File: config.mk
export PLATFORM = sky130hd
export DESIGN_NAME = radio_address_derive_check
export DESIGN_NICKNAME = d
export VERILOG_FILES = /design/src/rtl/core/radc_pkg.sv /design/src/rtl/core/radio_address_derive_check.sv /design/src/rtl/core/radc_crc_lane.sv /design/src/rtl/core/radc_mix_lane.sv /design/src/rtl/core/radc_merge.sv
export SDC_FILE = /design/constraint.sdc
export NUM_CORES = 1
export LEC_CHECK = 0
export ABC_AREA = 1
export BUFFER_PORTS_ARGS = -buffer_cell sky130_fd_sc_hd__buf_2
export CAP_MARGIN = 20
export CORE_MARGIN = 4
export CORE_UTILIZATION = 56
export CTS_BUF_LIST = sky130_fd_sc_hd__clkbuf_16
export CTS_CLUSTER_SIZE = 28
export DETAILED_ROUTE_END_ITERATION = 16
export HOLD_SLACK_MARGIN = 0.03
export PLACE_DENSITY = 0.79
export SLEW_MARGIN = 5
export SYNTH_ARGS = -nofsm -noshare
export SYNTH_HDL_FRONTEND = slang
export SYNTH_SLANG_ARGS = --single-unit
File: constraint.sdc
create_clock -name clk -period 9 [get_ports clk]
set_clock_uncertainty 0.2 [all_clocks]
set_input_delay 1.8 -clock clk [delete_from_list [all_inputs] [get_ports clk]]
set_output_delay 1.8 -clock clk [all_outputs]
set_load 0.01 [all_outputs]
File: src/rtl/core/radc_pkg.sv
// ----------------------------------------------------------------------------
// radc_pkg - shared types and constants for the address derive/check block
// CRC-32 column table, salts, tweaks and the per-record check status.
// ----------------------------------------------------------------------------
package radc_pkg;

  // configuration register indexes
  localparam int unsigned CFG_IDX_W   = 1;
  localparam logic [CFG_IDX_W-1:0] REG_MAGIC   = 1'd0;
  localparam logic [CFG_IDX_W-1:0] REG_VERSION = 1'd1;
  localparam int unsigned CFG_DATA_W  = 32;

  // record body: 4 magic bytes, 1 version byte, 16 random bytes
  localparam int unsigned RAND_BYTES  = 16;
  localparam int unsigned BODY_BYTES  = 5 + RAND_BYTES;
  localparam int unsigned POS_W       = $clog2(BODY_BYTES);

  localparam logic [31:0] CRC_POLY    = 32'hEDB88320;
  localparam logic [31:0] CRC_INIT    = 32'hFFFFFFFF;

  localparam logic [7:0]  SUB_ZERO    = 8'h5A;
  localparam logic [7:0]  SUB_ONES    = 8'hA5;
  localparam logic [7:0]  LAST_XOR    = 8'h3C;
  localparam logic [7:0]  TWEAK_B0    = 8'h5E;
  localparam logic [7:0]  TWEAK_B1    = 8'hA1;
  localparam logic [7:0]  TWEAK_PF    = 8'h3C;
  localparam logic [7:0]  CHAN_SALT   = 8'h2B;
  localparam logic [7:0]  CHAN_SPAN   = 8'd71;
  localparam logic [6:0]  CHAN_BASE   = 7'd10;

  localparam logic [7:0] SALT_B0 [4] = '{8'h53, 8'hC1, 8'h97, 8'h2D};
  localparam logic [7:0] SALT_B1 [4] = '{8'hA4, 8'h6E, 8'h39, 8'hD2};
  localparam logic [7:0] SALT_PF [8] = '{8'h11, 8'h3D, 8'h57, 8'h7B,
                                         8'h91, 8'hB5, 8'hD7, 8'hE9};

  typedef logic [31:0] crc_tab_t [BODY_BYTES*8];

  // per-record check status handed from the lane stage to the merge
  typedef struct packed {
    logic        magic_ok;
    logic        version_ok;
    logic [31:0] crc_calc;
    logic [31:0] crc_check;
  } rec_chk_t;

  // bitwise reflected CRC steps, used at elaboration only
  function automatic logic [31:0] crc_run(logic [31:0] c, int unsigned n);
    for (int unsigned i = 0; i < n; i++) begin
      c = c[0] ? ((c >> 1) ^ CRC_POLY) : (c >> 1);
    end
    return c;
  endfunction

  // effect of each body bit on the final register (linear part only)
  function automatic crc_tab_t crc_table();
    crc_tab_t t;
    for (int unsigned p = 0; p < BODY_BYTES; p++) begin
      for (int unsigned b = 0; b < 8; b++) begin
        t[p*8+b] = crc_run(32'd1 << b, 8 * (BODY_BYTES - p));
      end
    end
    return t;
  endfunction

  localparam crc_tab_t    CRC_TAB  = crc_table();
  // init value run over an all-zero body, with the final inversion folded in
  localparam logic [31:0] CRC_BASE = ~crc_run(CRC_INIT, 8 * BODY_BYTES);

endpackage

File: src/rtl/core/radio_address_derive_check.sv
// ----------------------------------------------------------------------------
// radio_address_derive_check - identity record check and address derivation
// Two-stage lane/merge pipeline with valid/ready words on both sides.
// ----------------------------------------------------------------------------
// One input word is one identity record. It is accepted when magic and
// version match the configured registers and the stored CRC-32 (reflected,
// poly 0xEDB88320) matches the one computed over the 21-byte body; then two
// base addresses, eight prefixes and a channel of 10..80 are derived, else
// the result word has valid_res=0 and all fields zero. Throughput is one
// word per cycle while out_ready does not stall the output. Two register
// stages, the lane register and the output register: an accepted word is
// held in the lane register and goes through the merge into the output
// register, which holds the result word until taken. Each CRC lane folds
// one body byte through a constant column table, each mix lane makes one
// address byte, the lane stage XORs the CRC lanes, and the merge checks the
// record and applies the group tweaks. in_ready depends combinationally on
// out_ready. Write configuration only while the pipeline is empty.
// ----------------------------------------------------------------------------
module radio_address_derive_check (
  input  logic                              clk,
  input  logic                              rst,
  // configuration
  input  logic                              cfg_we,
  input  logic [radc_pkg::CFG_IDX_W-1:0]    cfg_index,
  input  logic [radc_pkg::CFG_DATA_W-1:0]   cfg_data,
  // input words
  input  logic                              in_valid,
  output logic                              in_ready,
  input  logic [31:0]                       rec_magic,
  input  logic [7:0]                        rec_version,
  input  logic [63:0]                       random_low,
  input  logic [63:0]                       random_high,
  input  logic [31:0]                       rec_check,
  // result words
  output logic                              out_valid,
  input  logic                              out_ready,
  output logic                              valid_res,
  output logic [31:0]                       base_addr0,
  output logic [31:0]                       base_addr1,
  output logic [63:0]                       prefix_bytes,
  output logic [6:0]                        chan_num
);
  import radc_pkg::*;

  // config registers
  logic [31:0] expected_magic;
  logic [7:0]  expected_version;

  // body bytes in CRC order and random bytes
  logic [7:0]  body   [BODY_BYTES];
  logic [7:0]  rnd    [RAND_BYTES];
  logic [31:0] contrib[BODY_BYTES];
  logic [31:0] crc_sum;

  // mix lane outputs
  logic [7:0]  mix_b0 [4];
  logic [7:0]  mix_b1 [4];
  logic [7:0]  mix_pf [8];

  // stage 1 (lane results)
  logic        s1_valid;
  rec_chk_t    s1_chk;
  rec_chk_t    chk_next;
  logic [31:0] s1_b0;
  logic [31:0] s1_b1;
  logic [63:0] s1_pf;
  logic [7:0]  s1_chan;

  // merge outputs
  logic        m_ok;
  logic [31:0] m_base0;
  logic [31:0] m_base1;
  logic [63:0] m_prefix;
  logic [6:0]  m_chan;

  logic        out_adv;
  logic        in_acc;

  // Configuration writes; only two registers so every index is decoded.
  always_ff @(posedge clk) begin
    if (rst) begin
      expected_magic   <= '0;
      expected_version <= 8'd1;
    end else if (cfg_we) begin
      unique case (cfg_index)
        REG_MAGIC:   expected_magic   <= cfg_data;
        REG_VERSION: expected_version <= cfg_data[7:0];
        default:     ;
      endcase
    end
  end

  // Pipeline flow: output register moves when empty or taken,
  // lane stage moves when empty or draining into the output.
  assign out_adv  = !out_valid || out_ready;
  assign in_ready = !s1_valid || out_adv;
  assign in_acc   = in_valid && in_ready;

  // Split the record into bytes: magic little-endian, version, random 0..15.
  always_comb begin
    for (int k = 0; k < 8; k++) begin
      rnd[k]   = random_low[8*k +: 8];
      rnd[k+8] = random_high[8*k +: 8];
    end
    for (int k = 0; k < 4; k++) begin
      body[k] = rec_magic[8*k +: 8];
    end
    body[4] = rec_version;
    for (int k = 0; k < RAND_BYTES; k++) begin
      body[5+k] = rnd[k];
    end
  end

  // CRC lanes: one per body byte, each contributes independently.
  for (genvar g = 0; g < BODY_BYTES; g++) begin : g_crc
    radc_crc_lane u_crc (
      .pos     (POS_W'(g)),
      .data    (body[g]),
      .contrib (contrib[g])
    );
  end

  always_comb begin
    crc_sum = CRC_BASE;
    for (int k = 0; k < BODY_BYTES; k++) begin
      crc_sum = crc_sum ^ contrib[k];
    end
  end

  // Mix lanes: base address 0, base address 1, prefixes.
  for (genvar g = 0; g < 4; g++) begin : g_base
    radc_mix_lane u_b0 (
      .a     (rnd[g]),
      .b     (rnd[g+8]),
      .salt  (SALT_B0[g]),
      .mixed (mix_b0[g])
    );
    radc_mix_lane u_b1 (
      .a     (rnd[g+4]),
      .b     (rnd[g+12]),
      .salt  (SALT_B1[g]),
      .mixed (mix_b1[g])
    );
  end

  for (genvar g = 0; g < 8; g++) begin : g_pf
    radc_mix_lane u_pf (
      .a     (rnd[g]),
      .b     (rnd[(g+5)%RAND_BYTES]),
      .salt  (SALT_PF[g]),
      .mixed (mix_pf[g])
    );
  end

  always_comb begin
    chk_next.magic_ok   = (rec_magic == expected_magic);
    chk_next.version_ok = (rec_version == expected_version);
    chk_next.crc_calc   = crc_sum;
    chk_next.crc_check  = rec_check;
  end

  // Lane stage registers
  always_ff @(posedge clk) begin
    if (rst) begin
      s1_valid <= 1'b0;
    end else if (in_ready) begin
      s1_valid <= in_valid;
    end
  end

  always_ff @(posedge clk) begin
    if (in_acc) begin
      s1_chk  <= chk_next;
      s1_b0   <= {mix_b0[3], mix_b0[2], mix_b0[1], mix_b0[0]};
      s1_b1   <= {mix_b1[3], mix_b1[2], mix_b1[1], mix_b1[0]};
      s1_pf   <= {mix_pf[7], mix_pf[6], mix_pf[5], mix_pf[4],
                  mix_pf[3], mix_pf[2], mix_pf[1], mix_pf[0]};
      s1_chan <= rnd[1] ^ rnd[14] ^ CHAN_SALT;
    end
  end

  radc_merge u_merge (
    .chk      (s1_chk),
    .b0_raw   (s1_b0),
    .b1_raw   (s1_b1),
    .pf_raw   (s1_pf),
    .chan_raw (s1_chan),
    .rec_ok   (m_ok),
    .base0    (m_base0),
    .base1    (m_base1),
    .prefix   (m_prefix),
    .chan     (m_chan)
  );

  // Output register
  always_ff @(posedge clk) begin
    if (rst) begin
      out_valid <= 1'b0;
    end else if (out_adv) begin
      out_valid <= s1_valid;
    end
  end

  always_ff @(posedge clk) begin
    if (out_adv && s1_valid) begin
      valid_res    <= m_ok;
      base_addr0   <= m_base0;
      base_addr1   <= m_base1;
      prefix_bytes <= m_prefix;
      chan_num     <= m_chan;
    end
  end

  // A rejected record carries all-zero fields.
  a_reject_zero: assert property (@(posedge clk) disable iff (rst)
    out_valid && !valid_res |->
      base_addr0 == '0 && base_addr1 == '0 && prefix_bytes == '0 && chan_num == '0)
    else $error("rejected record with nonzero fields");

  // An accepted record always gets a channel in 10..80.
  a_chan_range: assert property (@(posedge clk) disable iff (rst)
    out_valid && valid_res |-> chan_num >= 7'd10 && chan_num <= 7'd80)
    else $error("derived channel out of range");

  // Input back-pressure only when both stages hold a word.
  a_stall_full: assert property (@(posedge clk) disable iff (rst)
    !in_ready |-> s1_valid && out_valid && !out_ready)
    else $error("input stalled with room in the pipeline");

  // A word in the lane stage that cannot drain is still there next cycle.
  a_s1_hold: assert property (@(posedge clk) disable iff (rst)
    s1_valid && !out_adv |=> s1_valid)
    else $error("lane stage word lost under stall");

endmodule

File: src/rtl/core/radc_crc_lane.sv
// ----------------------------------------------------------------------------
// radc_crc_lane - CRC contribution of one body byte
// XOR of the table columns selected by the byte's set bits.
// ----------------------------------------------------------------------------
module radc_crc_lane (
  input  logic [radc_pkg::POS_W-1:0] pos,
  input  logic [7:0]                 data,
  output logic [31:0]                contrib
);
  import radc_pkg::*;

  always_comb begin
    contrib = '0;
    for (int b = 0; b < 8; b++) begin
      contrib = contrib ^ ({32{data[b]}} & CRC_TAB[{pos, 3'(b)}]);
    end
  end

endmodule

File: src/rtl/core/radc_mix_lane.sv
// ----------------------------------------------------------------------------
// radc_mix_lane - one derived address byte
// a ^ rotl1(b) ^ salt, with substitutes for all-zero and all-one bytes.
// ----------------------------------------------------------------------------
module radc_mix_lane (
  input  logic [7:0] a,
  input  logic [7:0] b,
  input  logic [7:0] salt,
  output logic [7:0] mixed
);
  import radc_pkg::*;

  logic [7:0] raw;

  assign raw = a ^ {b[6:0], b[7]} ^ salt;

  always_comb begin
    priority if (raw == 8'h00) begin
      mixed = salt ^ SUB_ZERO;
    end else if (raw == 8'hFF) begin
      mixed = salt ^ SUB_ONES;
    end else begin
      mixed = raw;
    end
  end

endmodule

File: src/rtl/core/radc_merge.sv
// ----------------------------------------------------------------------------
// radc_merge - combine lane results into one result word
// Record check, trivial-group tweak, channel reduction and reject masking.
// ----------------------------------------------------------------------------
module radc_merge (
  input  radc_pkg::rec_chk_t chk,
  input  logic [31:0]        b0_raw,
  input  logic [31:0]        b1_raw,
  input  logic [63:0]        pf_raw,
  input  logic [7:0]         chan_raw,
  output logic               rec_ok,
  output logic [31:0]        base0,
  output logic [31:0]        base1,
  output logic [63:0]        prefix,
  output logic [6:0]         chan
);
  import radc_pkg::*;

  logic [31:0] b0_fix;
  logic [31:0] b1_fix;
  logic [63:0] pf_fix;
  logic [7:0]  chan_mod;

  function automatic logic [31:0] fix32(logic [31:0] g, logic [7:0] tw);
    if (g == '0 || g == '1) begin
      g[7:0]   = g[7:0] ^ tw;
      g[31:24] = g[31:24] ^ tw ^ LAST_XOR;
    end
    return g;
  endfunction

  function automatic logic [63:0] fix64(logic [63:0] g, logic [7:0] tw);
    if (g == '0 || g == '1) begin
      g[7:0]   = g[7:0] ^ tw;
      g[63:56] = g[63:56] ^ tw ^ LAST_XOR;
    end
    return g;
  endfunction

  assign rec_ok = chk.magic_ok && chk.version_ok && (chk.crc_calc == chk.crc_check);

  assign b0_fix = fix32(b0_raw, TWEAK_B0);
  assign b1_fix = fix32(b1_raw, TWEAK_B1);
  assign pf_fix = fix64(pf_raw, TWEAK_PF);

  // byte mod 71: at most three subtractions
  always_comb begin
    priority if (chan_raw >= 8'(3 * CHAN_SPAN)) begin
      chan_mod = chan_raw - 8'(3 * CHAN_SPAN);
    end else if (chan_raw >= 8'(2 * CHAN_SPAN)) begin
      chan_mod = chan_raw - 8'(2 * CHAN_SPAN);
    end else if (chan_raw >= CHAN_SPAN) begin
      chan_mod = chan_raw - CHAN_SPAN;
    end else begin
      chan_mod = chan_raw;
    end
  end

  assign base0  = rec_ok ? b0_fix : '0;
  assign base1  = rec_ok ? b1_fix : '0;
  assign prefix = rec_ok ? pf_fix : '0;
  assign chan   = rec_ok ? (CHAN_BASE + chan_mod[6:0]) : '0;

endmodule
==> results.yml, run 1 <==
status:
  status: "complete, no violations"
timing:
  maxSlewViolCount: 0
  period_minus_slack_ns: 4.50
  hold_viol: 0
  max_freq_mhz: 222
  rsz0062_at_grt: "no"
  whs_ns: 0.277
  tightest_slew_ns: 1.31
  worst_slew_margin_rel_pct: 12.0
  period_share_pct: 50.0
  setup_viol: 0
  setup-tns-final_ns: 0
critical_path:
  r2r-end: "prefix_bytes[8]"
  crit_type: "input pin to flip-flop"
  arrival_ns: 4.67
  start_kind: "input pin"
  cp_max_fo: 10
  r2r_slack_ns: 5.30
  crit_path_end_kind: "flip-flop"
  r2r_start: "s1_chk[52]"
  cp.required_ns: 9.16
  r2r_cells: 8
logic_synthesis:
  ys_seq_area_share_pct: 28.4
  synth-seq-cells: 380
  synth_enable_flop_cells: 338
  synth_ff_type: "edfxtp_1"
  synth_nets: 5675
  syn_inst: 5430
  yosysWarningCount: 0
  postSynthAreaPerCell_um2: 7.12
  netlist_area_um2: 38600
  synth-async-reset-ratio_pct: 0
  synth_cell_types: 49
global_route:
  antenna_found_initial: 2
  grt_overflow: 0
  grt_usage_pct: 40.9
  grt_pass1_vias: 32600
  grt_pass1_wl_um: 218000
  grt_max_degree: 126
floorplanning:
  fp.dieH_um: 271
  die-area_um2: 73300
  initial_core_util_pct: 56.4
  core_um2: 68500
  rows: 96
  io_pins: 376
  dieWidth_um: 271
min_path:
  min_path_type: "flip-flop to flip-flop"
  worstHoldEndpoint: "expected_magic[17]"
  worstHoldStart: "expected_magic[17]"
  whs_path_depth: 2
flow_run:
  maxCapViolCount: 0
pwr:
  p_int_uw: 4400
  p_sw_share_pct: 47.0
  seqPwrFrac_pct: 27.5
  ir_drop_mv: 0.173
  p_leak_uw: 0.0216
  clkPwrFrac_pct: 19.9
  pwr-share-comb_pct: 52.6
  switchingPower_uw: 3900
  power.density_nw_per_um2: 199
route:
  wire_per_inst_um: 23.6
  drt_iter0_drc: 4110
  vias: 36300
  firstDrtPassIters: 7
  finalWirelength_um: 155000
  drc_errors: 0
  ant_nets: 0
  vias_per_cell: 5.52
cts:
  cts_hold_buf: 0
  root_buffer: "clkbuf_16"
  cts_inserted_buffers: 42
  cts.sinks: 380
  cts.reportedPaths.clkPinSlew_ns: 0.06
  htreeDepth: 2
  post_cts_resize_count: 0
  cts_tree: "built"
  clockBufferDepth: 3
  post_cts_buffers: 0
  insertion_delay_ns: 0.61
final_layout:
  syn_to_final_growth_pct: 7.98
  nNetsFinal: 5908
  nFillCells: 6330
  drive_above_1_share_pct: 10.7
placed_design:
  routabilityCongestion: 1.10
  port_buffers: 375
  dpl.hpwl_um: 127000
placed cells by master, fill, tap and decap left out, types with 56 or more instances in the layout:
master / count
nand3_1: 311
nor4_1: 79
inv_1: 771
o21ai_0: 99
nand4_1: 78
nand2_1: 1848
xnor2_1: 463
edfxtp_1: 338
buf_2: 375
nand3b_1: 56
xor2_1: 619
nor2_1: 267
final cells by class:
class	instances	area, um^2	area share [%]
Multi-Input combinational cell	4064	23400	56.1
Sequential cell	380	11000	26.3
Inverter	790	2980	7.14
Timing Repair Buffer	385	1950	4.67
Tap cell	882	1100	2.64
Clock buffer	42	1050	2.52
Clock inverter	34	230	0.552
Antenna cell	3	7.51	0.0180
per-stage QoR:
stage | util, % | std cells | instance area, um^2 | power [uW] | worst slack, ns
after floorplan | - | 5430 | 38600 | 5180 | 2.24
after global placement | 59.1 | 6500 | 40400 | 6480 | 4.06
after detailed placement | 59.1 | 6500 | 40400 | 6530 | 4.01
after CTS | 60.9 | 6576 | 41700 | 8190 | 4.65
after global routing | 60.9 | 6577 | 41700 | 8740 | 4.47
final | 60.9 | 6580 | 41700 | 8310 | 4.50
synth_stat cells (3+ instances only):
master / n / share of area [%]
xnor2_2: 31 / 1.3
buf_6: 18 / 0.52
a22o_1: 5 / 0.11
dfxtp_1: 42 / 2.2
clkbuf_1: 14 / 0.14
buf_4: 80 / 1.6
nand2_2: 33 / 0.53
or2_2: 20 / 0.32
o21ai_1: 3 / 0.039
xor2_2: 23 / 0.97
nand3_1: 311 / 4.0
o21ai_0: 99 / 1.3
xnor2_1: 463 / 10
a21o_1: 5 / 0.097
inv_1: 757 / 7.4
nor4_1: 79 / 1.3
inv_2: 31 / 0.30
nor3_1: 6 / 0.078
nand4_1: 78 / 1.3
nand2b_1: 5 / 0.081
edfxtp_1: 338 / 26
o22ai_1: 6 / 0.097
nand2_1: 1848 / 18
ha_1: 7 / 0.23
buf_2: 82 / 1.1
a21oi_1: 28 / 0.36
o21bai_1: 3 / 0.058
or4_1: 7 / 0.14
a211oi_1: 6 / 0.12
nand3b_1: 56 / 1.1
nand2_4: 4 / 0.12
xnor2_4: 14 / 1.0
xor2_1: 619 / 14
nor2_1: 267 / 2.6
or2_1: 20 / 0.32
xnor3_1: 3 / 0.17
worst max path at each step:
stage	startpoint	endpoint	slack, ns	cells past startpoint
floorplan	out_ready	s1_b0[0]	2.24	4
global placement	rec_magic[7]	s1_chk[61]	4.06	16
detailed placement	rec_magic[7]	s1_chk[61]	4.01	16
CTS	rec_magic[7]	s1_chk[61]	4.65	16
global route	rec_magic[7]	s1_chk[61]	4.47	16
finish	rec_magic[7]	s1_chk[61]	4.50	16
registers in the layout, indices dropped and copies added (netlist names):
signal            cells
base_addr0           32
base_addr1           32
chan_num              7
expected_magic       32
expected_version      8
out_valid             1
prefix_bytes         64
s1_b0                32
s1_b1                32
s1_chan               8
s1_chk               66
s1_pf                64
s1_valid              1
valid_res             1
worst max-delay path, stage by stage:
cell	delay [ns]
buf_2	0.38
xor2_2	0.21
xnor2_1	0.66
nand3_1	0.44
nand2_1	0.15
nand2_1	0.08
nand2_1	0.06
nand2_1	0.05
nand2_1	0.10
nand3_1	0.27
nand2_1	0.16
nand2_1	0.08
nand2_1	0.06
nand2_1	0.05
nand2_1	0.05
inv_1	0.03
cells by family after synthesis:
kind of cell / share of synthesized area (%)
XOR/XNOR: 28.1
buffers and inverters: 11.0
adder cells (fa/ha/maj): 0.227
AND/OR/NAND/NOR: 29.9
flip-flops: 28.4
AO/OA/AOI/OAI: 2.37
power groups by stage:
stage	Combinational, uW	Clock, uW	Sequential (uW)
6_report	4370	1650	2290
5_1_grt	4710	1730	2300
4_1_cts	4240	1670	2280
3_5_place_dp	4210	0	2320
3_3_place_gp	4170	0	2320
2_1_floorplan	2880	0	2300
metal layers:
metal  up-vias  global-route usage (%)  part of all wire, %
li1      17100                       -                    -
met1     16600                    49.7                   36
met2      2000                    64.2                   44
met3       537                    10.0                   11
met4         2                    28.1                  8.7
met5         -                       0               0.0077
Note: power is estimated with default switching activity, not from simulation.
==> run 2, diff against run 1 <==
--- a/config.mk
+++ b/config.mk
@@ -9,12 +9,12 @@
 export BUFFER_PORTS_ARGS = -buffer_cell sky130_fd_sc_hd__buf_2
 export CAP_MARGIN = 20
 export CORE_MARGIN = 4
-export CORE_UTILIZATION = 56
+export CORE_UTILIZATION = 62
 export CTS_BUF_LIST = sky130_fd_sc_hd__clkbuf_16
 export CTS_CLUSTER_SIZE = 28
 export DETAILED_ROUTE_END_ITERATION = 16
 export HOLD_SLACK_MARGIN = 0.03
-export PLACE_DENSITY = 0.79
+export PLACE_DENSITY = 0.83
 export SLEW_MARGIN = 5
 export SYNTH_ARGS = -nofsm -noshare
 export SYNTH_HDL_FRONTEND = slang
==> constraint.sdc (replaced) <==
create_clock -name clk -period 4.33 [get_ports clk]
set_clock_uncertainty 0.2 [all_clocks]
set_input_delay 0.866 -clock clk [delete_from_list [all_inputs] [get_ports clk]]
set_output_delay 0.866 -clock clk [all_outputs]
set_load 0.01 [all_outputs]
==> results.yml, run 2 (synthesis gave the netlist of run 1 again) <==
global_route:
  grt_pass1_wl_um: 222000
  grt_overflow: 0
  grt_usage_pct: 45.8
  grt_pass1_vias: 34100
  grt_max_degree: 141
  antenna_found_initial: 4
cts:
  post_cts_buffers: 0
  cts_hold_buf: 0
  insertion_delay_ns: 0.61
  cts_tree: "built"
  post_cts_resize_count: 0
  clockBufferDepth: 3
  cts.reportedPaths.clkPinSlew_ns: 0.06
  htreeDepth: 2
  cts.sinks: 380
  cts_inserted_buffers: 41
  root_buffer: "clkbuf_16"
final_layout:
  final_common_cell: "nand2_1"
  reg_top3: "s1_chk: 66 flops, prefix_bytes: 64 flops, s1_pf: 64 flops"
  finish.utilization_pct: 68.8
  largest_reg_flops: 66
  nNetsFinal: 5990
  largest-register: "s1_chk"
  final_cell_area_um2: 42500
  syn_to_final_growth_pct: 9.95
  drive_above_1_share_pct: 12.2
  layout.cells.non_filler: 6616
  final_cell_mix: "nand2_1, inv_1, xor2_1"
route:
  vias_per_cell: 5.67
  drc_errors: 0
  wire_per_inst_um: 23.8
  drt_iter0_drc: 4856
  vias: 37500
  finalWirelength_um: 158000
  ant_nets: 0
  firstDrtPassIters: 7
timing:
  rsz0062_at_grt: "no"
  period_share_pct: 78.3
  period_minus_slack_ns: 3.39
  tightest_slew_ns: 1.19
  worst_slew_margin_rel_pct: 20.0
  maxSlewViolCount: 0
  whs_ns: 0.235
  max_freq_mhz: 295
  hold_viol: 0
  setup_viol: 0
critical_path:
  cp.required_ns: 4.46
  critical_path.startpoint: "random_low[62]"
  r2r_start: "s1_chk[20]"
  cp_max_fo: 10
  r2r_cells: 8
  crit_path_end_kind: "flip-flop"
  r2r-end: "prefix_bytes[25]"
  r2r_slack_ns: 1.09
  arrival_ns: 3.53
  start_kind: "input pin"
  cp-endpoint: "s1_chk[52]"
  crit_type: "input pin to flip-flop"
floorplanning:
  initial_core_util_pct: 62.6
  io_pins: 376
  die-area_um2: 66400
  dieWidth_um: 258
  fp.dieH_um: 258
  core_um2: 61700
  rows: 91
pwr:
  power.density_nw_per_um2: 416
  ir_drop_mv: 0.538
  p_leak_uw: 0.0221
placed_design:
  port_buffers: 375
  dpl.hpwl_um: 131000
  routabilityCongestion: 1.17
  placed_area_um2: 41100
  dp_cells: 6537
flow_run:
  maxCapViolCount: 0
min_path:
  min_path_type: "input pin to flip-flop"
  worstHoldStart: "rec_check[18]"
status:
  status: "complete, no violations"
==> run 2: cell types whose count changed in the layout (fill, tap and decap cells not counted), sizes merged <==
| cell | delta |
|---|---|
| clkinvlp | +2 |
| diode | -1 |
| buf | +84 |
| bufinv | +4 |
| inv | -17 |
| clkinv | +9 |
==> run 2: area by class of cell <==
class | count | area [um^2]
inverters | 790 | 2980
clock inverters | 32 | 323
fillers | 5234 | 19200
multi-input cells | 4064 | 23400
well taps | 837 | 1050
repair buffers | 468 | 2630
flip-flops and latches | 380 | 11000
diodes | 2 | 5.00
clock buffers | 43 | 1080
==> run 2: routing by layer <==
layer | routed length [um] | share of wire [%] | track usage, % | vias to the layer above
met5 | 136 | 0.086 | 0 | -
met2 | 67500 | 43 | 70.3 | 2416
met3 | 20900 | 13 | 13.6 | 654
met4 | 15000 | 9.5 | 33.7 | 6
li1 | - | - | - | 17300
met1 | 54300 | 34 | 54.6 | 17100
==> run 2: per-stage QoR <==
| step | worst slack, ns | total power, uW | TNS (ns) |
|---|---|---|---|
| floorplan | -0.434 | 10800 | -87.59 |
| CTS | 1.11 | 17300 | 0 |
| detailed placement | 0.538 | 13700 | 0 |
| finish | 0.938 | 17700 | 0 |
| global placement | 0.505 | 13500 | 0 |
| global route | 0.850 | 18500 | 0 |
==> run 2: worst max-delay path, stage by stage <==
cell and delay (ns):
buf_2 0.51, inv_2 0.17, nand2_1 0.11, nand2_1 0.08, nand2_1 0.11, nand3b_1 0.22
nand2_1 0.22, xor2_1 0.27, xor2_1 0.28, nand3_1 0.15, nand2_1 0.09, nand2_1 0.05
nand2_1 0.17, inv_1 0.06, nand2_1 0.06, nand2_1 0.10
==> run 2: worst min-delay path by stage <==
stage	cells after the start	to	slack [ns]
3_3_place_gp	2	expected_magic[19]	0.25
4_1_cts	1	s1_chk[18]	0.22
6_report	1	s1_chk[18]	0.24
2_1_floorplan	2	expected_magic[10]	0.24
5_1_grt	1	s1_chk[18]	0.22
3_5_place_dp	2	expected_magic[10]	0.26
==> run 2: where the power goes <==
group | switching, uW | internal [uW] | leakage (uW) | total [uW]
clock network | 1570 | 2120 | 0.000698 | 3690
logic | 6350 | 2890 | 0.0178 | 9240
registers | 240 | 4530 | 0.00355 | 4770
